<file path="src/rtl/assert_macros.svh">
// assertion helpers shared by the rtl
`ifndef ASSERT_MACROS_SVH
`define ASSERT_MACROS_SVH
`ifndef SYNTH
// condition holds in the same cycle
`define VSL_ASSERT_IMPLY(label, clk, rst, pre, post) \
   label: assert property (@(posedge clk) disable iff (rst) (pre) |-> (post)) \
      else $error("%m: implication check failed");
// condition holds in the next cycle
`define VSL_ASSERT_NEXT(label, clk, rst, pre, post) \
   label: assert property (@(posedge clk) disable iff (rst) (pre) |=> (post)) \
      else $error("%m: next cycle check failed");
`else
`define VSL_ASSERT_IMPLY(label, clk, rst, pre, post)
`define VSL_ASSERT_NEXT(label, clk, rst, pre, post)
`endif
`endif

</file>
<file path="src/rtl/vsl_pkg.sv">
package vsl_pkg;

   // field and datapath widths
   localparam int DATA_WIDTH    = 16;
   localparam int BLEND_WIDTH   = 17;
   localparam int OUT_WIDTH     = 16;
   localparam int CORDIC_STAGES = 16;
   localparam int VEC_WIDTH     = 36;
   localparam int UNIT_WIDTH    = 32;
   localparam int ROT_WIDTH     = 34;
   localparam int NORM_BITS     = 20;
   localparam int KSHIFT_BITS   = $clog2(VEC_WIDTH - NORM_BITS + 1);
   localparam int LEN_BITS      = 2 * NORM_BITS + 2;
   localparam int QUOT_SHIFT    = 40;
   localparam int WIDE          = 64;
   localparam int ROOT_STEPS    = 32;
   localparam int QUOT_STEPS    = 32;
   localparam int STEP_BITS     = 5;
   localparam int UNIT_LAT      = 4 + ROOT_STEPS + QUOT_STEPS + 1;

   // fixed point constants
   localparam logic [BLEND_WIDTH-1:0]      BLEND_ONE   = 17'd65536;
   localparam logic signed [ROT_WIDTH-1:0] ONE_Q30     = 34'sd1073741824;
   localparam logic signed [ROT_WIDTH-1:0] PI_Q30      = 34'sd3373259426;
   localparam logic signed [ROT_WIDTH-1:0] HALF_PI_Q30 = 34'sd1686629713;
   localparam logic [WIDE-1:0]             ONE_SQ_Q60  = 64'h1000_0000_0000_0000;

   // rotator modes
   localparam logic ROT_VECTOR = 1'b0;
   localparam logic ROT_ROTATE = 1'b1;

   typedef struct packed {
      logic signed [DATA_WIDTH-1:0] start_x;
      logic signed [DATA_WIDTH-1:0] start_y;
      logic signed [DATA_WIDTH-1:0] start_z;
      logic signed [DATA_WIDTH-1:0] end_x;
      logic signed [DATA_WIDTH-1:0] end_y;
      logic signed [DATA_WIDTH-1:0] end_z;
      logic [BLEND_WIDTH-1:0]       blend;
   } req_type;

   typedef struct packed {
      logic signed [OUT_WIDTH-1:0] out_x;
      logic signed [OUT_WIDTH-1:0] out_y;
      logic signed [OUT_WIDTH-1:0] out_z;
      logic                        degenerate;
   } rsp_type;

   typedef struct packed {
      logic [WIDE-1:0] rem;
      logic [WIDE-1:0] root;
   } root_type;

   typedef struct packed {
      logic [WIDE-1:0]       rem;
      logic [UNIT_WIDTH-1:0] quo;
      logic [UNIT_WIDTH-1:0] dvs;
   } quot_type;

   typedef struct packed {
      logic signed [ROT_WIDTH-1:0] x;
      logic signed [ROT_WIDTH-1:0] y;
      logic signed [ROT_WIDTH-1:0] z;
   } rot_type;

   // arctangent of 2^-i in Q.30
   function automatic logic [31:0] atan_q30(input logic [STEP_BITS-1:0] i);
      logic [31:0] a;
      unique case (i)
         5'd0:  a = 32'h3243F6A8;
         5'd1:  a = 32'h1DAC6705;
         5'd2:  a = 32'h0FADBAFC;
         5'd3:  a = 32'h07F56EA6;
         5'd4:  a = 32'h03FEAB76;
         5'd5:  a = 32'h01FFD55B;
         5'd6:  a = 32'h00FFFAAA;
         5'd7:  a = 32'h007FFF55;
         5'd8:  a = 32'h003FFFEA;
         5'd9:  a = 32'h001FFFFD;
         5'd10: a = 32'h000FFFFF;
         5'd11: a = 32'h0007FFFF;
         5'd12: a = 32'h0003FFFF;
         5'd13: a = 32'h0001FFFF;
         5'd14: a = 32'h0000FFFF;
         5'd15: a = 32'h00007FFF;
         5'd16: a = 32'h00003FFF;
         5'd17: a = 32'h00001FFF;
         5'd18: a = 32'h00000FFF;
         5'd19: a = 32'h000007FF;
         5'd20: a = 32'h000003FF;
         5'd21: a = 32'h000001FF;
         5'd22: a = 32'h000000FF;
         5'd23: a = 32'h0000007F;
         5'd24: a = 32'h0000003F;
         5'd25: a = 32'h0000001F;
         5'd26: a = 32'h0000000F;
         5'd27: a = 32'h00000008;
         5'd28: a = 32'h00000004;
         5'd29: a = 32'h00000002;
         5'd30: a = 32'h00000001;
         5'd31: a = 32'h00000000;
      endcase
      return a;
   endfunction

endpackage

</file>
<file path="src/rtl/vsl_root_cell.sv">
module vsl_root_cell (
   input  logic                           clock,
   input  logic                           adv,
   input  logic [vsl_pkg::STEP_BITS-1:0]  step,
   input  vsl_pkg::root_type              up_data,
   output vsl_pkg::root_type              dn_data
);
   import vsl_pkg::*;

   root_type        data_ff;
   root_type        data_in;
   logic [WIDE-1:0] bit_w;
   logic [WIDE-1:0] trial;

   // one digit pair of the floor square root
   always_comb begin
      bit_w   = 64'd1 << (7'd62 - {1'b0, step, 1'b0});
      trial   = up_data.root + bit_w;
      data_in = up_data;
      if (up_data.rem >= trial) begin
         data_in.rem  = up_data.rem - trial;
         data_in.root = (up_data.root >> 1) + bit_w;
      end else begin
         data_in.root = up_data.root >> 1;
      end
   end

   always_ff @(posedge clock) begin
      if (adv) begin
         data_ff <= data_in;
      end
   end

   assign dn_data = data_ff;

endmodule

</file>
<file path="config.mk">
export PLATFORM = sky130hd
export DESIGN_NAME = vsl_root_cell
export DESIGN_NICKNAME = d
export VERILOG_FILES = /design/src/rtl/assert_macros.svh /design/src/rtl/vsl_pkg.sv /design/src/rtl/vsl_root_cell.sv
export SDC_FILE = /design/constraint.sdc
export NUM_CORES = 1
export LEC_CHECK = 0
export BUFFER_PORTS_ARGS = -buffer_cell sky130_fd_sc_hd__buf_2
export CORE_ASPECT_RATIO = 2
export CORE_UTILIZATION = 56
export CTS_CLUSTER_DIAMETER = 40
export DETAILED_ROUTE_END_ITERATION = 6
export HOLD_SLACK_MARGIN = 0.08
export PLACE_DENSITY = 0.89
export SETUP_SLACK_MARGIN = 0.1
export SYNTH_ARGS = -nofsm -noshare
export SYNTH_HDL_FRONTEND = slang
export SYNTH_SLANG_ARGS = --single-unit
</file>
<file path="constraint.sdc">
create_clock -name clock -period 9.3 [get_ports clock]
set_clock_uncertainty 0.05 [all_clocks]
set_input_delay 1.86 -clock clock [delete_from_list [all_inputs] [get_ports clock]]
set_output_delay 1.86 -clock clock [all_outputs]
set_load 0.005 [all_outputs]
</file>
==> summary.txt <==
status: finished, violations left
Switching Power: 786 uW
Die Width: 114 um
DRT Pass-1 Iters: 7
required time of the critical path: 9.45 ns
WP buf/inv: 3
Setup Buffers After CTS: 0
Netlist cell types: 91
Power Dens Cells: 136 mW/mm^2
Sw Ratio: 35.7%
setup TNS: 0 ns
CTS Buf Count: 17
DIE HEIGHT: 227 um
P_int: 1.42 mW
vias in the first global route: 14,800
CP Capture Type: flip-flop
final hold violation count: 0
worst hold path class: primary input to flip-flop
peak supply drop: 0.105 mV
CP max-delay cell: a221o_4
crit path max fanout: 54
CTS HTree Levels: 4
failing checks: design-rule violations
sequential share of the synthesized area: 27.1%
FP Rows: 82
WP data arrival: 8.27 ns
area delta synth->final: 14.2%
CTS max path bufs: 2
Worst path max stage delay: 0.69 ns
leak pwr: 6.61 nW
max_cap viols: 0
combinational power share: 35.3%
fin crit share: 87.3%
hold_buf cts: 0
Final ANT Viol Nets: 0
Mapped Area: 0.0142 mm^2
mean post-synth cell area: 8.22 um^2
# port buffers: 262
FF+latch area: 0.00384 mm^2
area of the multi-input gates: 0.00981 mm^2
grt ovf: 0
setup slack at placement: 0.770 ns
largest area contributor in the netlist: edfxtp_1
final antenna diode count: 0
register bit total from synthesis: 128
vias per cell: 6.37
Via Count: 14,600
final setup violation count: 0
Routability Congestion: 0.992
CP Launch Type: primary input
top cells by area, synth: edfxtp_1 27%, ha_1 11%, xor2_1 5.8%, a21oi_1 5.6%, xnor2_1 5.4%
WS Path Type: primary input to flip-flop
Nets: 2,199
Inst Count DP: 2,254
fin area: 0.0162 mm^2
DRT iter0 DRCs: 1,059
clock tree from TritonCTS: yes
GRT Util Overall: 37.4%
Reg power frac: 34.2%
top_reg_cell synth: edfxtp_1
worst-margin pin slew: 0.793 ns
final total power: 2.21 mW
Residual DRC: 11
Final Util: 64.9%
clock share of power: 30.5%
CORE AREA: 0.0249 mm^2
cts repair resizes: 0
Finished Layout Cells: 2,286
fmax: 123 MHz
worst setup margin: 1.18 ns
average wire per standard cell: 21.3 um
clock root cell: clkbuf_16
delay-heaviest family, CP: compound AO/OA/AOI/OAI gates
dpl hpwl: 39,400 um
Async S/R FF share, synth: 0%
DP Area: 0.0156 mm^2
Routed WL: 48,700 um
clk sinks: 128
initial antenna violation count: 3
Slew Limit Headroom: 47.1%
I/O pins: 263
commonest cells in the netlist: 199 x nand2_1, 182 x nor2_1, 159 x a21oi_1
fraction of final layout cells sized beyond drive strength 1: 20.1%
Fillers: 2,189
YS warnings: 0
first-pass GRT wire length: 73,200 um
Post-synth EDFFs: 128
Die ar.: 0.0260 mm^2
largest net degree at the start of global routing: 69
fin crit period: 8.12 ns
register clock-pin slew on the reported worst setup and hold paths: 0.06 ns
top-area cell type share of the netlist area: 27.1%
Min Hold Slack: 1.65 ns
initial core utilization: 56.8%
Syn Nets: 1,984
most frequent cell after synthesis: nand2_1
max FFs per register: 128
Slew Limit Fails: 0
RSZ-0062 raised after global routing: no
Synth Instances: 1,722
## routing by layer
metal | track usage [%] | vias to the layer above | wire length [um]
li1 | - | 6813 | -
met1 | 31.9 | 6645 | 14600
met2 | 69.5 | 777 | 25900
met3 | 6.82 | 312 | 3010
met4 | 38.4 | 4 | 5130
met5 | 0 | - | 27
## final timing paths
check / startpoint / to / slack (ns) / depth (start not counted)
worst max-delay path: step[0] / dn_data[51] / 1.18 / 25
worst min-delay path: up_data[79] / dn_data[79] / 1.65 / 3
## layout make-up
type                       count  share of cell area (%)
timing repair buffer         270                    8.65
inverter                      34                   0.789
sequential                   128                    23.8
clock buffer                  18                    2.65
tap                          336                    2.60
multi-input combinational   1486                    60.7
clock inverter                14                   0.882
## cells in the final DEF (no fill, tap or decap), types with 23 or more instances in the layout
master,instances
nand2_1,199
o21bai_1,28
nand3_1,30
o21ai_0,121
nor2_1,182
a31oi_1,52
nand4_1,43
a21oi_2,23
a21o_1,40
inv_1,34
xnor2_1,87
buf_2,261
xor2_1,93
edfxtp_1,128
a21oi_1,159
ha_1,126
## kinds of logic after synthesis
group           count (synthesis)  synth area share (%)
compound gates                565                  26.1
xor+xnor                      180                  11.1
fa+ha+maj                     128                  11.3
buf+inv                       108                  3.74
flops                         128                  27.1
simple gates                  613                  20.5
## power groups by stage
stage / clock (mW) / sequential [mW] / combinational, mW
6_report: 0.673 / 0.753 / 0.779
5_1_grt: 0.692 / 0.760 / 0.843
4_1_cts: 0.677 / 0.754 / 0.766
3_5_place_dp: 0 / 0.765 / 0.760
3_3_place_gp: 0 / 0.765 / 0.746
2_1_floorplan: 0 / 0.774 / 0.479
No activity file was read; power rests on OpenSTA's default activity.
