[src/rtl/assert_macros.svh]
// assertion helpers shared by the rtl
`ifndef ASSERT_MACROS_SVH
`define ASSERT_MACROS_SVH
`ifndef SYNTH
// condition holds in the same cycle
`define VSL_ASSERT_IMPLY(label, clk, rst, pre, post) \
   label: assert property (@(posedge clk) disable iff (rst) (pre) |-> (post)) \
      else $error("%m: implication check failed");
// condition holds in the next cycle
`define VSL_ASSERT_NEXT(label, clk, rst, pre, post) \
   label: assert property (@(posedge clk) disable iff (rst) (pre) |=> (post)) \
      else $error("%m: next cycle check failed");
`else
`define VSL_ASSERT_IMPLY(label, clk, rst, pre, post)
`define VSL_ASSERT_NEXT(label, clk, rst, pre, post)
`endif
`endif

[src/rtl/vsl_pkg.sv]
package vsl_pkg;

   // field and datapath widths
   localparam int DATA_WIDTH    = 16;
   localparam int BLEND_WIDTH   = 17;
   localparam int OUT_WIDTH     = 16;
   localparam int CORDIC_STAGES = 16;
   localparam int VEC_WIDTH     = 36;
   localparam int UNIT_WIDTH    = 32;
   localparam int ROT_WIDTH     = 34;
   localparam int NORM_BITS     = 20;
   localparam int KSHIFT_BITS   = $clog2(VEC_WIDTH - NORM_BITS + 1);
   localparam int LEN_BITS      = 2 * NORM_BITS + 2;
   localparam int QUOT_SHIFT    = 40;
   localparam int WIDE          = 64;
   localparam int ROOT_STEPS    = 32;
   localparam int QUOT_STEPS    = 32;
   localparam int STEP_BITS     = 5;
   localparam int UNIT_LAT      = 4 + ROOT_STEPS + QUOT_STEPS + 1;

   // fixed point constants
   localparam logic [BLEND_WIDTH-1:0]      BLEND_ONE   = 17'd65536;
   localparam logic signed [ROT_WIDTH-1:0] ONE_Q30     = 34'sd1073741824;
   localparam logic signed [ROT_WIDTH-1:0] PI_Q30      = 34'sd3373259426;
   localparam logic signed [ROT_WIDTH-1:0] HALF_PI_Q30 = 34'sd1686629713;
   localparam logic [WIDE-1:0]             ONE_SQ_Q60  = 64'h1000_0000_0000_0000;

   // rotator modes
   localparam logic ROT_VECTOR = 1'b0;
   localparam logic ROT_ROTATE = 1'b1;

   typedef struct packed {
      logic signed [DATA_WIDTH-1:0] start_x;
      logic signed [DATA_WIDTH-1:0] start_y;
      logic signed [DATA_WIDTH-1:0] start_z;
      logic signed [DATA_WIDTH-1:0] end_x;
      logic signed [DATA_WIDTH-1:0] end_y;
      logic signed [DATA_WIDTH-1:0] end_z;
      logic [BLEND_WIDTH-1:0]       blend;
   } req_type;

   typedef struct packed {
      logic signed [OUT_WIDTH-1:0] out_x;
      logic signed [OUT_WIDTH-1:0] out_y;
      logic signed [OUT_WIDTH-1:0] out_z;
      logic                        degenerate;
   } rsp_type;

   typedef struct packed {
      logic [WIDE-1:0] rem;
      logic [WIDE-1:0] root;
   } root_type;

   typedef struct packed {
      logic [WIDE-1:0]       rem;
      logic [UNIT_WIDTH-1:0] quo;
      logic [UNIT_WIDTH-1:0] dvs;
   } quot_type;

   typedef struct packed {
      logic signed [ROT_WIDTH-1:0] x;
      logic signed [ROT_WIDTH-1:0] y;
      logic signed [ROT_WIDTH-1:0] z;
   } rot_type;

   // arctangent of 2^-i in Q.30
   function automatic logic [31:0] atan_q30(input logic [STEP_BITS-1:0] i);
      logic [31:0] a;
      unique case (i)
         5'd0:  a = 32'h3243F6A8;
         5'd1:  a = 32'h1DAC6705;
         5'd2:  a = 32'h0FADBAFC;
         5'd3:  a = 32'h07F56EA6;
         5'd4:  a = 32'h03FEAB76;
         5'd5:  a = 32'h01FFD55B;
         5'd6:  a = 32'h00FFFAAA;
         5'd7:  a = 32'h007FFF55;
         5'd8:  a = 32'h003FFFEA;
         5'd9:  a = 32'h001FFFFD;
         5'd10: a = 32'h000FFFFF;
         5'd11: a = 32'h0007FFFF;
         5'd12: a = 32'h0003FFFF;
         5'd13: a = 32'h0001FFFF;
         5'd14: a = 32'h0000FFFF;
         5'd15: a = 32'h00007FFF;
         5'd16: a = 32'h00003FFF;
         5'd17: a = 32'h00001FFF;
         5'd18: a = 32'h00000FFF;
         5'd19: a = 32'h000007FF;
         5'd20: a = 32'h000003FF;
         5'd21: a = 32'h000001FF;
         5'd22: a = 32'h000000FF;
         5'd23: a = 32'h0000007F;
         5'd24: a = 32'h0000003F;
         5'd25: a = 32'h0000001F;
         5'd26: a = 32'h0000000F;
         5'd27: a = 32'h00000008;
         5'd28: a = 32'h00000004;
         5'd29: a = 32'h00000002;
         5'd30: a = 32'h00000001;
         5'd31: a = 32'h00000000;
      endcase
      return a;
   endfunction

endpackage

[src/rtl/vsl_rot_cell.sv]
module vsl_rot_cell (
   input  logic                           clock,
   input  logic                           adv,
   input  logic                           mode,
   input  logic [vsl_pkg::STEP_BITS-1:0]  step,
   input  vsl_pkg::rot_type               up_data,
   output vsl_pkg::rot_type               dn_data
);
   import vsl_pkg::*;

   rot_type                     data_ff;
   rot_type                     data_in;
   logic signed [ROT_WIDTH-1:0] dx;
   logic signed [ROT_WIDTH-1:0] dy;
   logic signed [ROT_WIDTH-1:0] at;
   logic                        add_dir;

   // one cordic micro-rotation, vectoring or rotating
   always_comb begin
      dx = up_data.y >>> step;
      dy = up_data.x >>> step;
      at = $signed({{(ROT_WIDTH-32){1'b0}}, atan_q30(step)});
      add_dir = (mode == ROT_VECTOR) ? !up_data.y[ROT_WIDTH-1] : up_data.z[ROT_WIDTH-1];
      data_in.x = add_dir ? up_data.x + dx : up_data.x - dx;
      data_in.y = add_dir ? up_data.y - dy : up_data.y + dy;
      data_in.z = add_dir ? up_data.z + at : up_data.z - at;
   end

   always_ff @(posedge clock) begin
      if (adv) begin
         data_ff <= data_in;
      end
   end

   assign dn_data = data_ff;

endmodule

[config.mk]
export PLATFORM = sky130hd
export DESIGN_NAME = vsl_rot_cell
export DESIGN_NICKNAME = d
export VERILOG_FILES = /design/src/rtl/assert_macros.svh /design/src/rtl/vsl_pkg.sv /design/src/rtl/vsl_rot_cell.sv
export SDC_FILE = /design/constraint.sdc
export NUM_CORES = 1
export LEC_CHECK = 0
export BUFFER_PORTS_ARGS = -buffer_cell sky130_fd_sc_hd__buf_2
export CELL_PAD_IN_SITES_DETAIL_PLACEMENT = 1
export CELL_PAD_IN_SITES_GLOBAL_PLACEMENT = 1
export CORE_MARGIN = 4
export CORE_UTILIZATION = 46
export DETAILED_ROUTE_END_ITERATION = 7
export GPL_ROUTABILITY_DRIVEN = 0
export PLACE_DENSITY_LB_ADDON = 0.1
export SETUP_SLACK_MARGIN = 0.4
export SLEW_MARGIN = 5
export SYNTH_ARGS = -nofsm -noshare
export SYNTH_HDL_FRONTEND = slang
export SYNTH_SLANG_ARGS = --single-unit
[constraint.sdc]
create_clock -name clock -period 9.2 [get_ports clock]
set_input_delay 1.84 -clock clock [delete_from_list [all_inputs] [get_ports clock]]
set_output_delay 1.84 -clock clock [all_outputs]
set_load 0.05 [all_outputs]
==> run metrics, run 1 <==
Syn Nets=1880; Min-Delay Path Class=input port to register; WL per Instance=24.5 um; cell taking the most area after synthesis=edfxtp_1; GRT overflow=0; Final Util=52.1%; busiest grt layer=met2; yosys warns=0; status=finished clean; initial antenna violation count=1; main area contributors after synthesis=edfxtp_1 (21%), ha_1 (9.2%), mux4_2 (7.7%); vias in the first global route=14810; CTS Buffer Depth=2; met3 Use GR=4.69%; setup TNS=0 ns; crit path kind=input port to register; CP max-delay cell=a2111oi_0; Max Clock Freq=around 120 MHz; Layout Area Growth over Synthesis=11.1%; Final Hold Fails=0; Mean Syn Cell Area=~9 um^2; Routed Antenna Nets=0; first-pass GRT wire length=84.9 mm; fin cells=approximately 2200; arrival time worst endpoint=8.38 ns; io pins=roughly 210; core area=31700 um^2; top cells by count, synth=a21oi_1 (139), nand2_1 (123), nor2_1 (123), xnor2_1 (119), ha_1 (110); GR Layer Usage met2=49.4%; starting density of the core=46.9%; DRC violations left=0; post-synth top area share=20.6%; DP Wirelength=42.7 mm; Die Width=about 190 um; Resized cells post-CTS=0; maximum VDD drop=0.121 mV; drt initial violations=1346; Ant. Diodes=0; Syn Std Cell Area=14900 um^2; CP startpoint kind=input port; Worst Setup Slack post-DPL=0.774 ns; CTS tree=built; synth unique cells=96; Gate Count Post-Synth=1657; Period minus WS final=8.24 ns; Die ar.=around 35000 um^2; Worst Path Max Fanout=60; I/O Buffers=211; crit share post-route=just under 90%; postcts setup bufs=0; H-tree depth=3; cts hold-fix bufs=0; register bit total from synthesis=roughly 100; final setup margin=0.963 ns; DRT Pass-1 Iters=7; FILL cells=3810; Routed Wire Length=54.6 mm; Async S/R FF share, synth=0%; Slew Limit Headroom=24.0%; final setup vio count=0; RSZ-0062 raised after global routing=no; worst slew pin tran=approximately 1.1 ns; routed via count=approximately 15000; row count=65; Max-Cap Viols=0; met1 usage=39.2%; Vias/cell=around 6.6; CTS Buf Count=9; Die H=188 um; Inst Count DP=between 2000 and 2500; EDFF count, synth=around 100; register area share after synthesis=20.6%; Root Driver=clkbuf_16; Leak=between 0.006 and 0.007 uW; pwr/cell area=190 nW/um^2; Data required, critical path=between 9 and 10 ns; slowest stage delay, CP=0.72 ns; final instance area=approximately 17000 um^2; Slew Viols, Final=0; clk slew on worst S/H paths=about 0.08 ns; top_reg_cell synth=edfxtp_1; fraction of layout cells with a size suffix above 1=a little over a fifth; CTS sink cnt=102; Cell Area, Placed=between 15000 and 20000 um^2; gr usage total=30.1%; top-count cell post-synth=a21oi_1; CP cell instances=buf_4 > mux4_2 > mux2i_1 > nand2_1 > o211ai_1 > ha_1 > nand2_1 > o21ai_0 > fa_1 > a21o_1 > a211o_1 > a2111oi_0 > nor3b_1 > a2111oi_0 > o31ai_1 > a41o_1 > a211o_1 > a31oi_1 > xnor2_1; Largest register FFs=102; largest net degree at the start of global routing=62; Final #Nets=~2000; Critical Path Sink Type=register
[kinds of logic after synthesis]
logic type / count (synthesis) / synth area share (%)
AOI/OAI and AO/OA: 506 / 22.2
DFF: 102 / 20.6
muxes: 170 / 17.6
and+or+nand+nor: 457 / 15.2
adders and majority gates: 113 / 9.65
buffers and inverters: 131 / 4.24
xor gates and xnor gates: 178 / 10.5
[area by class of cell]
type,count,area (um^2),share of cell area [%]
timing repair buffer,240,1290,7.82
clock inverter,5,81.3,0.492
sequential,102,3060,18.5
tap,402,503,3.04
multi-input combinational,1424,11200,67.7
inverter,43,161,0.976
clock buffer,11,233,1.41
[critical path: cells and delay by family]
family          cells  cell delay [ns]
compound gates     10             3.42
xor+xnor            1             0.08
fa+ha+maj           2             0.76
buf+inv             1             0.66
mux                 2             1.12
simple gates        3             0.43
[layer usage]
metal | wire [um] | share of wire [%]
met3 | 4510 | 8.3
met1 | 22100 | 40
met2 | 25000 | 46
met4 | 2920 | 5.3
met5 | 7 | 0.013
[final timing paths]
kind | startpoint | to | cells after the start
hold / removal | up_data[0] | dn_data[0] | 2
setup / recovery | step[0] | dn_data[100] | 19
[cell usage in the layout, fill, tap and decap left out, types with 26 or more instances in the layout]
cell type  Yosys  layout
nor2_1       123     123
nand2_1      123     123
nor3_1        29      29
xor2_1        59      59
a21oi_1      139     138
o21ai_0      107     107
mux2i_1       63      63
mux2_2        40      40
a21o_1        52      52
buf_4          4      31
nand3_1       34      34
inv_1         41      41
xnor2_1      119     119
mux4_2        51      51
nand2b_1      26      26
ha_1         110     110
edfxtp_1     102     102
buf_2         18     208
[metrics by stage]
| stage | hold WS [ns] | power [uW] |
|---|---|---|
| after floorplan | 1.95 | 2250 |
| after global placement | 2.15 | 2670 |
| after detailed placement | 2.16 | 2710 |
| after CTS | 1.76 | 3160 |
| after global routing | 1.77 | 3350 |
| final | 1.77 | 3150 |
[report_power, final]
group	leakage, uW	internal [uW]	total, uW	switching (uW)
clock	0.000152	239	425	186
sequential	0.000999	712	744	31.6
combinational	0.00572	663	1980	1320
total	0.00687	1610	3150	1540
Power figures use the tool's default switching activity.
==> run 2, diff against run 1 <==
--- a/config.mk
+++ b/config.mk
@@ -8,6 +8,7 @@
 export BUFFER_PORTS_ARGS = -buffer_cell sky130_fd_sc_hd__buf_2
 export CELL_PAD_IN_SITES_DETAIL_PLACEMENT = 1
 export CELL_PAD_IN_SITES_GLOBAL_PLACEMENT = 1
+export CORE_ASPECT_RATIO = 0.5
 export CORE_MARGIN = 4
 export CORE_UTILIZATION = 46
 export DETAILED_ROUTE_END_ITERATION = 7
==> run 2 against run 1 <==
Compared with the run above: final cell count grew 1.7%; sequential power is essentially flat; first-iteration DRC count grew 23%; critical endpoint unchanged; cell area grew 0.38%.
==> run metrics, run 2 (same netlist as run 1, synthesis figures left out) <==
Slew Limit Headroom=16.2% (-7.8 points); postcts setup bufs=0 (unchanged); slowest stage delay, CP=0.68 ns (-0.04 ns); most frequent cells in the layout=buf_2 (208), a21oi_1 (138), nor2_1 (123), nand2_1 (123), xnor2_1 (119); total chip power=3190 uW (+1.3%); worst hold slack=1.76 ns (-0.0113 ns); Routed Antenna Nets=0 (unchanged); CP cell instances=buf_4 > buf_4 > mux2_2 > a22oi_1 > a32oi_1 > o211ai_1 > ha_1 > nand2_1 > o21ai_0 > fa_1 > a21o_1 > a211o_1 > a2111oi_0 > nor3b_1 > a2111oi_0 > o31ai_1 > a41o_1 > a211o_1 > a31oi_1 > xnor2_1; maximum VDD drop=0.127 mV (+4.4%); DRC violations left=0 (unchanged); Cell Area, Placed=16300 um^2 (+0.48%); Worst Setup Slack post-DPL=0.540 ns (-0.234 ns); Routed met2 length=25.9 mm (+3.5%); Worst Path Buf+Inv=2 (+1); H-tree depth=3 (unchanged); io pins=212 (unchanged); arrival time worst endpoint=8.51 ns (+0.13 ns); CP startpoint kind=input port; commonest non-fill, non-tap cell in the layout=buf_2; gr usage total=31.6% (+1.5 points); CTS sink cnt=102 (unchanged); crit share post-route=91.0% (+1.4 points); clk slew on worst S/H paths=0.08 ns (about the same); cell family with most CP delay=compound AO/OA/AOI/OAI gates; DP Wirelength=45.2 mm (+5.7%); Die ar.=35500 um^2 (+0.50%); worst slew pin tran=1.26 ns (+0.116 ns); vias in the first global route=15093 (+1.9%); fraction of layout cells with a size suffix above 1=21.6% (+0.36 points); CP max-delay cell=a2111oi_0; final setup margin=0.831 ns (-0.132 ns); Period minus WS final=8.37 ns (+0.132 ns); DRT Pass-1 Iters=8 (+1); Layout Area Growth over Synthesis=11.6%; Max-Cap Viols=0 (unchanged); Max Clock Freq=119 MHz (-1.6%); starting density of the core=46.8% (-0.078 points); wl on met1=24.2 mm (+9.6%); routed length on met3=6.20 mm (+37%); routed via count=14894 (+1.5%); Root Driver=clkbuf_16; GRT overflow=0 (unchanged); WL per Instance=25.6 um (+4.3%); row count=46 (-29%); RSZ-0062 raised after global routing=no; Routed Wire Length=57.9 mm (+6.1%); Final #Nets=2050 (+0.34%); Resized cells post-CTS=0 (unchanged); I/O Buffers=211 (unchanged); Worst Path Max Fanout=53 (-12%); FILL cells=3847 (+0.97%); drt initial violations=1650 (+23%); cts hold-fix bufs=0 (unchanged); Hold Path Depth=2 (unchanged); pwr/cell area=192 nW/um^2 (+0.92%); Leak=0.00689 uW (+0.35%); CTS Buf Count=9 (unchanged); CTS Buffer Depth=2 (unchanged); status=finished clean; Hold Crit Endpoint=dn_data[0]; core area=31800 um^2 (+0.17%); CTS tree=built; setup TNS=0 ns (unchanged); crit path kind=input port to register; final setup vio count=0 (unchanged); first-pass GRT wire length=88.6 mm (+4.3%); Largest register FFs=102 (unchanged); worst hold start=up_data[0]; top layer in use=met5; largest net degree at the start of global routing=74 (+19%); Min-Delay Path Class=input port to register; Data required, critical path=9.34 ns (about the same); Slew Viols, Final=0 (unchanged); final instance area=16600 um^2 (+0.38%); initial antenna violation count=4 (+3); Critical Path Sink Type=register; Die Width=262 um (+40%); Final Hold Fails=0 (unchanged); Vias/cell=6.58 (-0.25%); Die H=135 um (-28%)
==> run 2: how the worst max path moves through the flow <==
stage	from	to	slack, ns	cells past startpoint
2_1_floorplan	step[0]	dn_data[32]	1.61	29
3_3_place_gp	step[0]	dn_data[100]	0.86	20
3_5_place_dp	step[0]	dn_data[100]	0.54	20
4_1_cts	step[0]	dn_data[100]	0.94	20
5_1_grt	step[0]	dn_data[100]	0.47	20
6_report	step[0]	dn_data[100]	0.83	20
==> run 2: metrics by stage <==
step	std cells	util, %
3_5_place_dp	2248	51.3
5_1_grt	2265	52.3
6_report	2265	52.3
2_1_floorplan	1657	-
3_3_place_gp	2248	51.3
4_1_cts	2264	52.3
==> run 2: power breakdown <==
part           switching (uW)  internal, uW  leakage, uW
registers                31.2           712     0.000999
logic                    1370           668      0.00575
clock network             198           214     0.000147
==> run 2: metal layers <==
layer	GRT usage, %	vias up
met5	0	-
met4	8.32	6
met3	9.16	128
met2	51.2	757
met1	41.9	7359
li1	-	6644
==> run 2: final cells by class <==
cell class / count / area [um^2] / share of cell area [%]
clock buffers: 10 / 229 / 1.38
well taps: 432 / 541 / 3.26
flip-flops and latches: 102 / 3060 / 18.4
diodes: 1 / 2.50 / 0.0151
multi-input cells: 1424 / 11200 / 67.5
clock inverters: 6 / 67.6 / 0.407
inverters: 43 / 161 / 0.972
repair buffers: 247 / 1330 / 8.03
